===== src/design/vpse_pkg.sv =====
// shared types, constants and helpers for the vertex projection segment block
// no dependencies
package vpse_pkg;

    localparam int unsigned CoordW   = 24;
    localparam int unsigned TrigW    = 16;
    localparam int unsigned HalfW    = 12;
    localparam int unsigned ScreenW  = 16;
    localparam int unsigned SegNumW  = 10;
    localparam int unsigned RotShift = 14;
    localparam int unsigned ProdW    = CoordW + TrigW;
    localparam int unsigned RxW      = ProdW + 1 - RotShift;
    localparam int unsigned RzW      = RxW + 1;
    localparam int unsigned RyW      = CoordW + 1;
    localparam int unsigned NumW     = CoordW + 1 + RzW - 1;
    localparam int unsigned DenW     = RzW + 8;
    localparam int unsigned SumW     = NumW + 2;
    localparam int unsigned CfgIdxW  = 3;
    localparam int unsigned MaxNodesDefault = 1024;

    localparam logic signed [RzW-1:0] DepthMin = RzW'(512);

    localparam logic [CfgIdxW-1:0] RegSin   = 3'd0;
    localparam logic [CfgIdxW-1:0] RegCos   = 3'd1;
    localparam logic [CfgIdxW-1:0] RegCamY  = 3'd2;
    localparam logic [CfgIdxW-1:0] RegCamZ  = 3'd3;
    localparam logic [CfgIdxW-1:0] RegFocal = 3'd4;
    localparam logic [CfgIdxW-1:0] RegHalfW = 3'd5;
    localparam logic [CfgIdxW-1:0] RegHalfH = 3'd6;

    typedef struct packed {
        logic signed [CoordW-1:0] vertex_x;
        logic signed [CoordW-1:0] vertex_y;
        logic signed [CoordW-1:0] vertex_z;
        logic                     vertex_ignored;
        logic                     first_vertex;
    } t_in_item;

    typedef struct packed {
        logic signed [ScreenW-1:0] seg_x0;
        logic signed [ScreenW-1:0] seg_y0;
        logic signed [ScreenW-1:0] seg_x1;
        logic signed [ScreenW-1:0] seg_y1;
        logic [SegNumW-1:0]        seg_number;
    } t_out_item;

    typedef struct packed {
        logic signed [TrigW-1:0]  sin_angle;
        logic signed [TrigW-1:0]  cos_angle;
        logic signed [CoordW-1:0] cam_y;
        logic signed [CoordW-1:0] cam_z;
        logic [CoordW-1:0]        focal_distance;
        logic [HalfW-1:0]         half_width;
        logic [HalfW-1:0]         half_height;
    } t_cfg;

    typedef struct packed {
        logic signed [RxW-1:0] rx;
        logic signed [RyW-1:0] ry;
        logic signed [RzW-1:0] rz;
        logic                  ignored;
        logic                  first;
    } t_rot_item;

    function automatic logic signed [ScreenW-1:0] sat16(input logic signed [SumW-1:0] v);
        logic signed [SumW-1:0] hi;
        logic signed [SumW-1:0] lo;
        hi = SumW'(32767);
        lo = -SumW'(32768);
        if (v > hi) begin
            return 16'sh7fff;
        end else if (v < lo) begin
            return 16'sh8000;
        end
        return v[ScreenW-1:0];
    endfunction

endpackage


===== src/design/vpse_queue.sv =====
// two-entry queue between front and back
// depends on vpse_pkg
module vpse_queue (
    input  logic                 i_clk,
    input  logic                 i_rst_n,
    input  logic                 i_push,
    input  vpse_pkg::t_rot_item  i_data,
    output logic                 o_full,
    input  logic                 i_pop,
    output logic                 o_empty,
    output vpse_pkg::t_rot_item  o_data
);
    vpse_pkg::t_rot_item r_mem [2];
    logic       r_wp, r_rp;
    logic [1:0] r_cnt;

    assign o_full  = (r_cnt == 2'd2);
    assign o_empty = (r_cnt == 2'd0);
    assign o_data  = r_mem[r_rp];

    always_ff @(posedge i_clk) begin
        if (i_push) begin
            r_mem[r_wp] <= i_data;
        end
        if (!i_rst_n) begin
            r_wp  <= 1'b0;
            r_rp  <= 1'b0;
            r_cnt <= 2'd0;
        end else begin
            if (i_push) begin
                r_wp <= !r_wp;
            end
            if (i_pop) begin
                r_rp <= !r_rp;
            end
            r_cnt <= r_cnt + 2'(i_push) - 2'(i_pop);
        end
    end
endmodule


===== config.mk =====
export PLATFORM = sky130hd
export DESIGN_NAME = vpse_queue
export DESIGN_NICKNAME = d
export VERILOG_FILES = /design/src/design/vpse_pkg.sv /design/src/design/vpse_queue.sv
export SDC_FILE = /design/constraint.sdc
export NUM_CORES = 1
export LEC_CHECK = 0
export BUFFER_PORTS_ARGS = -buffer_cell sky130_fd_sc_hd__buf_4
export CAP_MARGIN = 20
export CORE_MARGIN = 1.5
export CORE_UTILIZATION = 47
export CTS_CLUSTER_DIAMETER = 200
export CTS_CLUSTER_SIZE = 25
export DETAILED_ROUTE_END_ITERATION = 16
export PLACE_DENSITY = 0.81
export SYNTH_ARGS = -nofsm -noshare
export SYNTH_HDL_FRONTEND = slang
export SYNTH_SLANG_ARGS = --single-unit

===== constraint.sdc =====
create_clock -name i_clk -period 4.7 [get_ports i_clk]
set_input_delay 0.94 -clock i_clk [delete_from_list [all_inputs] [get_ports i_clk]]
set_output_delay 0.94 -clock i_clk [all_outputs]
set_load 0.005 [all_outputs]

# ---- Yosys cells after proc, flatten, opt, wreduce, memory -nomap -nowiden
# Memory sizes are Yosys's and may differ from the RTL's. A register that Yosys moved wholly into a read port is not among the register bits.
# Index checks and enable logic that the tools add are counted.
dict set report classes {
  addsub 2
  eq_ne 1
  mux 4
  n_reduce_logical 3
}
# op count
set ops {}
lappend ops {{1-bit 2-to-1 mux} 4}
lappend ops {{2-bit by 1-bit adder with 2-bit output} 1}
lappend ops {{2-bit equality test (second input constant)} 1}
lappend ops {{1-bit logical NOT} 2}
lappend ops {{2-bit logical NOT} 1}
lappend ops {{2-bit by 1-bit subtractor with 2-bit output} 1}
dict set report word_totals {
  register_bits 4
  ramBits 164
  input_bits 86
  output_inout_bits 84
  mem_count 1
}
# name depth word_bits read_ports rd_clocked_by_memory_dff write_ports line_no
set mem_list {}
lappend mem_list {r_mem 2 82 1 1 1 vpse_queue.sv:13} ;# vpse_pkg::t_rot_item r_mem [2];

# ---- Logic depth before layout (Yosys ltp)
dict set report depth {
  word_depth 3
  mapped_depth 6
}

# ---- Worst setup path after synthesis
# No wires, ideal clock.
dict set report synth_timing {
  kind {input to register}
  startpoint {input i_push}
  endpoint {memory r_mem[0][0] (netlist name) (enable)}
  setup_ns 0.533
  arrival_time_ns 4.554
  t_required_ns 4.167
  setup_slack_ns -0.388
  cell_stages 1
  cell_sequence {nor2b_1}
}
dict set report synth_via {
  elab_chain_cells 2
}
# item line_no
set synth_rtl {}
lappend synth_rtl {{start: declaration} vpse_queue.sv:6} ;# input logic i_push,
lappend synth_rtl {{1-bit 2-to-1 mux} vpse_queue.sv:22} ;# if (i_push) begin
lappend synth_rtl {{1-bit 2-to-1 mux (implied by the code)} vpse_queue.sv:23} ;# r_mem[r_wp] <= i_data;
lappend synth_rtl {{end: declaration} vpse_queue.sv:13}
# No other way between the ends.

==> flow_summary.ini <==
[outcome]
status = complete, no violations

[yosys]
ys_warn_count = 0
synth.most_common_cell = edfxtp_1
synth_area_leaders = edfxtp_1 75%, mux2_4 18%, buf_12 2.4%
synth_cell_types = 14
synth_nets = 364
syn_area_per_cell_um2 = 23.7
synth_top_area_share_pct = 75.2
async_flop_share_pct = 0
synth_top_cell_by_area = edfxtp_1
synthTopCellsByCount = 164 x edfxtp_1, 80 x mux2_4, 8 x buf_12
ys_seq_elements = 169
ys.flop_type = edfxtp_1
synth_edf_count = 164
yosysSeqAreaShare_pct = 76.8
synth_cells = 276
netlist_area_um2 = 6550

[drt]
wl_met2_um = 5840
dr_total_vias = 3124
drt_first_pass_iters = 4
wire_per_inst_um = 17.0
antenna_left = 0
drtIter0Drc = 166
routed_via_density = 4.82
highest_layer = met4
drc_errors = 0
wl_met1_um = 4180
drt-total-wl_um = 11000
met3_length_um = 758

[grt]
antenna_found_initial = 0
first_global_vias = 3264
grt.total_usage_pct = 15.1
overflow = 0
grt_max_degree = 83
grt_first_pass_wirelength_um = 16300

[power_and_ir_drop]
power_frac_clock_pct = 38.2
p_switching_mw = 0.717
p_sw_share_pct = 20.1
pwr-share-comb_pct = 11.7
total_power_mw = 3.56
ir_drop_mv = 0.224
p_int_mw = 2.84
p_seq_share_pct = 50.0
leakage_nw = 3.39
p_per_area_nw_per_um2 = 418

[timing]
hold_viol = 0
rsz0062_at_grt = false
tightestPinTransition_ns = 0.665
hold_slack_ns = 0.605
tns_ns = 0
fin_skew_ns = 0.00520
setup_slack_ns = 1.61
slew_headroom_pct = 55.7
fin_crit_ns = 3.09
drv_slew = 0
finalCritPeriodShare_pct = 65.6
setup_viol = 0
max_freq_mhz = 324

[clock_network]
cts_tree = done
cts_root_buf = clkbuf_16
cts_buffer_depth = 2
clock_latency_ns = 0.41
cts_hold_buffers = 0
numClockSinks = 169
htree_levels = 4
numCtsBuffers = 17
clkTransAtPathRegs_ns = 0.06
cts_resized = 0
cts_setup_buffers = 0

[placement]
place_ws_ns = 2.06
io_buffers = 169
gp_congestion = 0.691
placed_cells = 615
dp_hpwl_um = 7330

[setup_path]
cp.required_ns = 3.76
crit_type = reg2out
cp.arrival_ns = 2.15
startpoint_type = flip-flop
end_kind = output pin
rr_startpoint = r_wp
rr_worst_depth = 2
worstPathMaxFanout = 48

[floorplanning]
core_area_um2 = 13400
dieArea_um2 = 14600
chipWidth_um = 121
rows = 42
initial_utilization_pct = 48.8
io_pins = 170
die_h_um = 121

[layout]
antenna-diode-count = 0
drive_above_1_share_pct = 60.6
flow.area_growth_from_synthesis_pct = 30.2
nNetsFinal = 547
fin_cells = 648
nFillCells = 939

[min_path]
hold_depth = 2
holdCritStartpoint = r_rp
min_path_type = reg2reg

[run]
maxCapViolCount = 0
-- worst max-delay path: stages (launching register included) --
cell     delay (ns)
dfxtp_4        0.77
buf_12         0.41
mux2_4         0.34
buf_4          0.14
-- kinds of logic after synthesis --
group / share of synthesized area (%)
adder cells (fa/ha/maj): 0.382
AO/OA/AOI/OAI: 0.115
buffers and inverters: 2.73
multiplexers: 18.7
flip-flops: 76.8
XOR/XNOR: 0.478
AND/OR/NAND/NOR: 0.822
-- path summary, 6_finish.rpt --
check | endpoint | slack [ns]
max reg2reg | r_mem[1][71] | 3.13
max | o_data[38] | 1.61
min | flip-flop | 0.60
min reg2reg | flip-flop | 0.60
-- power by group through the flow --
stage               Sequential, mW  Clock [mW]  Combinational (mW)
finish                        1.78        1.36               0.417
global route                  1.79        1.46               0.444
global placement              1.81           0               0.410
floorplan                     1.79           0               0.247
CTS                           1.78        1.39               0.421
detailed placement            1.82           0               0.419
-- state kept, by name, summed over array words and instances, names as in the netlist, named ones only --
name	cells
r_cnt	2
r_mem	164
r_rp	1
r_wp	1
-- area by class of cell --
| cell class | count | area (um2) | share of cell area, % |
|---|---|---|---|
| Clock inverter | 13 | 151 | 1.78 |
| Inverter | 2 | 7.51 | 0.0881 |
| Multi-Input combinational cell | 96 | 1350 | 15.9 |
| Clock buffer | 19 | 433 | 5.08 |
| Sequential cell | 169 | 5030 | 59.0 |
| Timing Repair Buffer | 173 | 1330 | 15.6 |
| Tap cell | 176 | 220 | 2.58 |
-- layout by cell type, fill, tap and decap left out, drive strengths merged --
cell type,count
and2,4
buf,173
bufinv,3
clkbuf,19
clkinv,7
clkinvlp,1
dfxtp,5
edfxtp,164
ha,2
inv,4
mux2,82
nor2,1
nor2b,4
o21a,1
xnor3,1
xor2,1
-- through the flow --
stage                     utilization (%)  instance area [um2]
after floorplan                         -                 6550
after global placement               59.0                 7910
after detailed placement             59.0                 7910
after CTS                            63.4                 8500
after global routing                 63.6                 8520
final                                63.6                 8520
-- layer usage --
metal / up-vias / track usage (%)
li1: 1455 / -
met1: 1538 / 16.8
met2: 113 / 26.3
met3: 18 / 5.12
met4: 0 / 6.69
met5: - / 0
(Power assumes the default switching activity.)
