===== src/design/vpse_pkg.sv =====
// shared types, constants and helpers for the vertex projection segment block
// no dependencies
package vpse_pkg;

    localparam int unsigned CoordW   = 24;
    localparam int unsigned TrigW    = 16;
    localparam int unsigned HalfW    = 12;
    localparam int unsigned ScreenW  = 16;
    localparam int unsigned SegNumW  = 10;
    localparam int unsigned RotShift = 14;
    localparam int unsigned ProdW    = CoordW + TrigW;
    localparam int unsigned RxW      = ProdW + 1 - RotShift;
    localparam int unsigned RzW      = RxW + 1;
    localparam int unsigned RyW      = CoordW + 1;
    localparam int unsigned NumW     = CoordW + 1 + RzW - 1;
    localparam int unsigned DenW     = RzW + 8;
    localparam int unsigned SumW     = NumW + 2;
    localparam int unsigned CfgIdxW  = 3;
    localparam int unsigned MaxNodesDefault = 1024;

    localparam logic signed [RzW-1:0] DepthMin = RzW'(512);

    localparam logic [CfgIdxW-1:0] RegSin   = 3'd0;
    localparam logic [CfgIdxW-1:0] RegCos   = 3'd1;
    localparam logic [CfgIdxW-1:0] RegCamY  = 3'd2;
    localparam logic [CfgIdxW-1:0] RegCamZ  = 3'd3;
    localparam logic [CfgIdxW-1:0] RegFocal = 3'd4;
    localparam logic [CfgIdxW-1:0] RegHalfW = 3'd5;
    localparam logic [CfgIdxW-1:0] RegHalfH = 3'd6;

    typedef struct packed {
        logic signed [CoordW-1:0] vertex_x;
        logic signed [CoordW-1:0] vertex_y;
        logic signed [CoordW-1:0] vertex_z;
        logic                     vertex_ignored;
        logic                     first_vertex;
    } t_in_item;

    typedef struct packed {
        logic signed [ScreenW-1:0] seg_x0;
        logic signed [ScreenW-1:0] seg_y0;
        logic signed [ScreenW-1:0] seg_x1;
        logic signed [ScreenW-1:0] seg_y1;
        logic [SegNumW-1:0]        seg_number;
    } t_out_item;

    typedef struct packed {
        logic signed [TrigW-1:0]  sin_angle;
        logic signed [TrigW-1:0]  cos_angle;
        logic signed [CoordW-1:0] cam_y;
        logic signed [CoordW-1:0] cam_z;
        logic [CoordW-1:0]        focal_distance;
        logic [HalfW-1:0]         half_width;
        logic [HalfW-1:0]         half_height;
    } t_cfg;

    typedef struct packed {
        logic signed [RxW-1:0] rx;
        logic signed [RyW-1:0] ry;
        logic signed [RzW-1:0] rz;
        logic                  ignored;
        logic                  first;
    } t_rot_item;

    function automatic logic signed [ScreenW-1:0] sat16(input logic signed [SumW-1:0] v);
        logic signed [SumW-1:0] hi;
        logic signed [SumW-1:0] lo;
        hi = SumW'(32767);
        lo = -SumW'(32768);
        if (v > hi) begin
            return 16'sh7fff;
        end else if (v < lo) begin
            return 16'sh8000;
        end
        return v[ScreenW-1:0];
    endfunction

endpackage


===== src/design/vpse_front.sv =====
// front end: accepts vertices, rotates about y and adds the camera offset
// depends on vpse_pkg
module vpse_front (
    input  logic                 i_clk,
    input  logic                 i_rst_n,
    input  logic                 i_in_valid,
    output logic                 o_in_stall,
    input  vpse_pkg::t_in_item   i_in_data,
    input  vpse_pkg::t_cfg       i_cfg,
    input  logic                 i_q_full,
    output logic                 o_q_push,
    output vpse_pkg::t_rot_item  o_q_data
);
    typedef enum logic [1:0] {S_IDLE, S_MUL, S_PUSH} t_state;

    t_state r_state;
    vpse_pkg::t_in_item r_item;
    logic signed [vpse_pkg::ProdW-1:0] r_xc, r_zs, r_xs, r_zc;
    logic signed [vpse_pkg::ProdW:0] rx_sum, rz_sum;

    always_comb begin
        rx_sum = (vpse_pkg::ProdW+1)'(r_xc) - (vpse_pkg::ProdW+1)'(r_zs);
        rz_sum = (vpse_pkg::ProdW+1)'(r_xs) + (vpse_pkg::ProdW+1)'(r_zc);
        o_q_data.rx = rx_sum[vpse_pkg::ProdW:vpse_pkg::RotShift];
        o_q_data.rz = vpse_pkg::RzW'($signed(rz_sum[vpse_pkg::ProdW:vpse_pkg::RotShift]))
                    + vpse_pkg::RzW'(i_cfg.cam_z);
        o_q_data.ry = vpse_pkg::RyW'(r_item.vertex_y) + vpse_pkg::RyW'(i_cfg.cam_y);
        o_q_data.ignored = r_item.vertex_ignored;
        o_q_data.first   = r_item.first_vertex;
    end

    assign o_in_stall = (r_state != S_IDLE);
    assign o_q_push   = (r_state == S_PUSH) && !i_q_full;

    always_ff @(posedge i_clk) begin
        if (!i_rst_n) begin
            r_state <= S_IDLE;
        end else begin
            case (r_state)
                S_IDLE: begin
                    if (i_in_valid) begin
                        r_item  <= i_in_data;
                        r_state <= S_MUL;
                    end
                end
                S_MUL: begin
                    r_xc    <= r_item.vertex_x * i_cfg.cos_angle;
                    r_zs    <= r_item.vertex_z * i_cfg.sin_angle;
                    r_xs    <= r_item.vertex_x * i_cfg.sin_angle;
                    r_zc    <= r_item.vertex_z * i_cfg.cos_angle;
                    r_state <= S_PUSH;
                end
                S_PUSH: begin
                    if (!i_q_full) begin
                        r_state <= S_IDLE;
                    end
                end
                default: r_state <= S_IDLE;
            endcase
        end
    end
endmodule


===== config.mk =====
export PLATFORM = sky130hd
export DESIGN_NAME = vpse_front
export DESIGN_NICKNAME = d
export VERILOG_FILES = /design/src/design/vpse_pkg.sv /design/src/design/vpse_front.sv
export SDC_FILE = /design/constraint.sdc
export NUM_CORES = 2
export LEC_CHECK = 0
export ABC_AREA = 1
export BUFFER_PORTS_ARGS = -buffer_cell sky130_fd_sc_hd__buf_2
export CAP_MARGIN = 20
export CORE_UTILIZATION = 30
export DETAILED_ROUTE_END_ITERATION = 8
export SLEW_MARGIN = 40
export SYNTH_ARGS = -nofsm -noshare
export SYNTH_HDL_FRONTEND = slang
export SYNTH_SLANG_ARGS = --single-unit

===== constraint.sdc =====
create_clock -name i_clk -period 12.6 [get_ports i_clk]
set_input_delay 0.63 -clock i_clk [delete_from_list [all_inputs] [get_ports i_clk]]
set_output_delay 0.63 -clock i_clk [all_outputs]
set_load 0.02 [all_outputs]

# Word-level counts from Yosys, hierarchy flattened

Cells that the tools add are included.

Bits of input ports: 206
Register bits after elaboration: 236
Output and inout port bits: 84
Logic and storage cells: 32

Multiplexer cells: 3
Eq/ne operators: 4
Multiply operators: 4
Reductions and logical operators: 7
Add/sub/neg operators: 4

Operators by type and width:

| kind                                                | count |
|---|---|
| multiplier 24 x 16 -> 40 bit                        | 4 |
| adder 40 x 40 -> 41 bit                             | 1 |
| subtractor 40 x 40 -> 41 bit                        | 1 |
| adder 27 x 24 -> 28 bit                             | 1 |
| adder 24 x 24 -> 25 bit                             | 1 |
| case mux 2 bit (3 select lines)                     | 1 |
| 2-to-1 mux 2 bit                                    | 2 |
| inequality test 2 bit, second input constant        | 2 |
| AND reduction 2 bit                                 | 2 |
| AND reduction 3 bit                                 | 1 |
| equality test 2 x 1 -> 1 bit, second input constant | 1 |
| equality test 2 bit, second input constant          | 1 |
| logical NOT 2 bit                                   | 1 |
| nonzero test 2 bit                                  | 1 |
| logical AND 1 bit                                   | 1 |
| logical NOT 1 bit                                   | 1 |

# Logic depth before layout (Yosys ltp)

Word-level depth: 3
Gate-level depth with buffers: 28
Depth with buffers taken out: 27

# Least setup slack after synthesis

OpenSTA, ideal clock, no wires.

Kind: input to register
Start point: input i_rst_n
End point: register r_xc[0] in the netlist's numbering (enable)
Library setup time: 683 ps
Slack: 4650 ps
Buffers on the path: 0
Data arrival time: 7267 ps
Data required time: 11917 ps
Stages on the path: 2
Cell sequence: inv_1 -> nor2_1

Longest elaborated chain between the ends: 1

RTL lines:

| element                              | line             | text |
|---|---|---|
| from (decl)                          | vpse_front.sv:5  | `input logic i_rst_n,` |
| AND reduction 2 bit (no source line) | -                |  |
| to (signal assigned)                 | vpse_front.sv:47 | `r_xc <= r_item.vertex_x * i_cfg.cos_angle;` |
| to (decl)                            | vpse_front.sv:18 | `logic signed [vpse_pkg::ProdW-1:0] r_xc, r_zs, r_xs, r_zc;` |

No other way between the ends.
A chain may end at the register's enable or synchronous reset.

# Worst setup path in the final report

Start point: input i_cfg[98] in the netlist's numbering
End point: register r_zc[39] in the netlist's numbering (data pin)

Longest elaborated chain between the ends: 1

RTL lines:

| element                      | line             | text |
|---|---|---|
| from (decl)                  | vpse_front.sv:9  | `input vpse_pkg::t_cfg i_cfg,` |
| multiplier 24 x 16 -> 40 bit | vpse_front.sv:50 | `r_zc <= r_item.vertex_z * i_cfg.cos_angle;` |
| to (signal assigned)         | vpse_front.sv:50 |  |
| to (decl)                    | vpse_front.sv:18 |  |

No other way between the ends.

==> results.md <==
* CTS tree: done
* Dpl cell area at between 80000 and 90000 sq um
* H-tree depth at 2
* FF-to-FF path depth at 21
* Hold crit path type: input port to register
* Final Max Tran Viols at 0
* Worst-Skew Late Latency at roughly 0.63 ns
* Wire per inst at 16.0 um
* I/O Pins at 290
* Setup Skew at 0.0528 ns
* Worst Path Class, Setup: input port to register
* RR Startpoint: r_item[25]
* Critical-path maximum fanout at 26
* Hold_buf cts at 0
* Routability-driven placement congestion ratio at 0.953
* Setup Buffers After CTS at 0
* Initial core utilization at between 30% and 40%
* TritonCTS buffer count at 34
* # fillers at about 27000
* Setup violations, final at 0
* Initial DRC Count at 4058
* Total track usage at 17.3%
* Post-Route Setup TNS at 0 ns
* Worst hold path cell count at 1
* Core box area at about 250000 sq um
* Multi-input gate area at 56600 sq um
* Slew HR at between 40% and 50%
* First-pass GRT wire length at ~350000 um
* DPL Wire Length at 178000 um
* Drt first pass iters at 9
* Hold path endpoint: r_item[26]
* Die area at 255000 sq um
* Placed cells at roughly 14000
* Critical path arrival at 7.29 ns
* DRC at 36
* Layout net count at 12400
* Flop2flop setup slack at 6.09 ns
* Syn. warnings at 0
* Achievable Freq at 144 MHz
* Fin crit period at between 6 and 7 ns
* Fin area at 82000 sq um
* Die Span Y at 505 um
* CP required at 12.94 ns
* Reg2reg end: r_zc[39]
* Clk slew on worst S/H paths at 0.06 ns
* Mapped Nets at 12400
* Grt ovf at 0
* Seq/Total Area, Yosys at 9.31%
* Final wirelength at 217000 um
* Min-delay src: i_in_data[26]
* Failing checks: DRC
* Total number of vias at 61300
* Status: finished with violations
* Netlist cell types at 45
* Die W at 505 um
* Layout cells sized above 1 at 4.53%
* CTS resizes at 0
* FP Rows at 184
* Fin crit share at 55.2%
* Number of global-route vias before repair at between 60000 and 70000
* Post-DRT Antenna Nets at 0
* Initial antenna violation count at 14
* Synth Register Bits at approximately 240
* Vias per cell at approximately 4.5
* IO Port Bufs at 241
* Largest net degree at the start of global routing at 82
* Fin cells at 13600
* Startpoint Class: input port
* Largest buffer count on any clock path at 3
* Synth Area per Inst at approximately 7.5 sq um
* Max-cap violations at 0
* Area grow syn2layout at 8.02%
* Worst Tran Pin Value at 0.888 ns
* Syn Std Cell Area at roughly 76000 sq um
* Register area at 7070 sq um
* RSZ-0062 raised after global routing: false
* Final Hold Viols at 0
* Sink Count at 236
* CP Capture Type: register
* Cell count after synthesis at 10200
* Root Buffer: clkbuf_16
[Yosys cell counts, drive strengths merged]
library cell | number | area share (%)
a21boi | 6 | 0.074
a21o | 15 | 0.15
a21oi | 304 | 2.0
a31oi | 1 | 0.0083
and2 | 2 | 0.016
buf | 48 | 0.25
clkbuf | 260 | 1.3
dfxtp | 2 | 0.053
edfxtp | 234 | 9.3
fa | 1498 | 40
ha | 521 | 8.6
inv | 2936 | 15
nand2 | 2950 | 15
nand3 | 289 | 2.0
nand3b | 8 | 0.079
nand4 | 74 | 0.61
nor2 | 567 | 2.9
nor3 | 36 | 0.28
nor3b | 2 | 0.033
nor4 | 14 | 0.15
o211ai | 4 | 0.046
o21a | 8 | 0.079
o21ai | 152 | 1.0
o21bai | 48 | 0.48
o31ai | 1 | 0.0099
or2 | 11 | 0.091
xnor2 | 23 | 0.27
xor2 | 136 | 1.6
[worst max-delay path, stage by stage]
cell and delay, ns:
buf_2 0.55, buf_4 0.53, nand2_1 0.21, fa_1 0.70, inv_1 0.13, fa_1 0.78
inv_1 0.19, fa_1 0.59, inv_1 0.08, fa_1 0.53, inv_1 0.05, fa_1 0.46
fa_1 0.49, inv_1 0.05, ha_1 0.38, a21oi_1 0.20, o21ai_0 0.14, a21oi_1 0.20
nand2_1 0.09, nand3b_1 0.16, nand2_1 0.06, nand2_1 0.07
[cell usage in the layout, fill, tap and decap left out, types with 4 or more instances in the layout]
cell / synthesis / layout
ha_1: 521 / 521
or2_1: 7 / 7
clkbuf_16: 0 / 35
o21ai_1: 9 / 9
nand3b_1: 8 / 8
nor2_2: 16 / 16
xnor2_1: 23 / 23
nor3_2: 7 / 7
nand3_2: 15 / 15
o21ai_0: 140 / 140
inv_6: 0 / 11
nand2_2: 18 / 18
nor4_1: 10 / 10
o21bai_1: 47 / 47
xor2_1: 136 / 136
buf_4: 2 / 82
nor2_1: 550 / 548
nor4_2: 4 / 4
nand3_1: 274 / 274
buf_2: 2 / 241
nand4_1: 74 / 74
a21oi_1: 302 / 302
nor3_1: 29 / 29
a21o_1: 14 / 14
or2_2: 4 / 4
diode_2: 0 / 11
nand2_1: 2932 / 2932
o21a_1: 8 / 8
fa_1: 1498 / 1498
clkinv_1: 0 / 4
edfxtp_1: 234 / 234
inv_1: 2934 / 2933
[stage by stage]
stage | util [%] | hold slack, ns | worst slack (ns)
final | 32.6 | 0.174 | 5.64
after global routing | 32.6 | 0.125 | 5.32
after CTS | 32.6 | 0.100 | 5.70
after detailed placement | 32.1 | 0.471 | 5.09
after global placement | 32.1 | 0.474 | 5.10
after floorplan | - | 0.453 | 4.65
[worst max path at each step]
stage / from / slack [ns] / cells past startpoint / endpoint
after floorplan: i_rst_n / 4.65 / 2 / r_xc[0]
after global placement: i_cfg[98] / 5.10 / 22 / r_zc[39]
after detailed placement: i_cfg[98] / 5.09 / 22 / r_zc[39]
after CTS: i_cfg[98] / 5.70 / 22 / r_zc[39]
after global routing: i_cfg[98] / 5.32 / 22 / r_zc[39]
final: i_cfg[98] / 5.64 / 22 / r_zc[39]
[final cells by class]
class	count	area share [%]
antenna	11	0.0336
clock buffer	38	1.08
clock inverter	23	0.310
inverter	2936	13.4
multi-input combinational	6670	69.1
sequential	236	8.62
tap	3348	5.11
timing repair buffer	326	2.29
[sequential cells by signal, summed over array words and instances (netlist names)]
name	flops
r_zs	40
r_state	2
r_xs	40
r_zc	40
r_xc	40
r_item	72
o_q_data	2
[cells by family (layout without fill, tap and decap cells)]
group / count (synthesis) / count (layout) / synth area share (%)
compound gates: 539 / 539 / 3.88
xor+xnor: 159 / 159 / 1.84
flops: 236 / 236 / 9.31
buf+inv: 3244 / 3323 / 16.1
other cells: 0 / 11 / 0
simple gates: 3953 / 3953 / 20.8
fa+ha+maj: 2019 / 2019 / 48.1
[per-layer routing]
metal	global-route usage, %	wire length [um]	part of all wire (%)	up-vias
met2	30.0	106000	49	1623
met1	22.8	94100	43	30100
met3	1.86	11900	5.5	271
met5	0	64	0.029	-
li1	-	-	-	29300
met4	4.46	5380	2.5	10
Power is left out: the tool's default activity adds up to more than one toggle a clock period on the data nets, which glitch-free logic cannot reach.
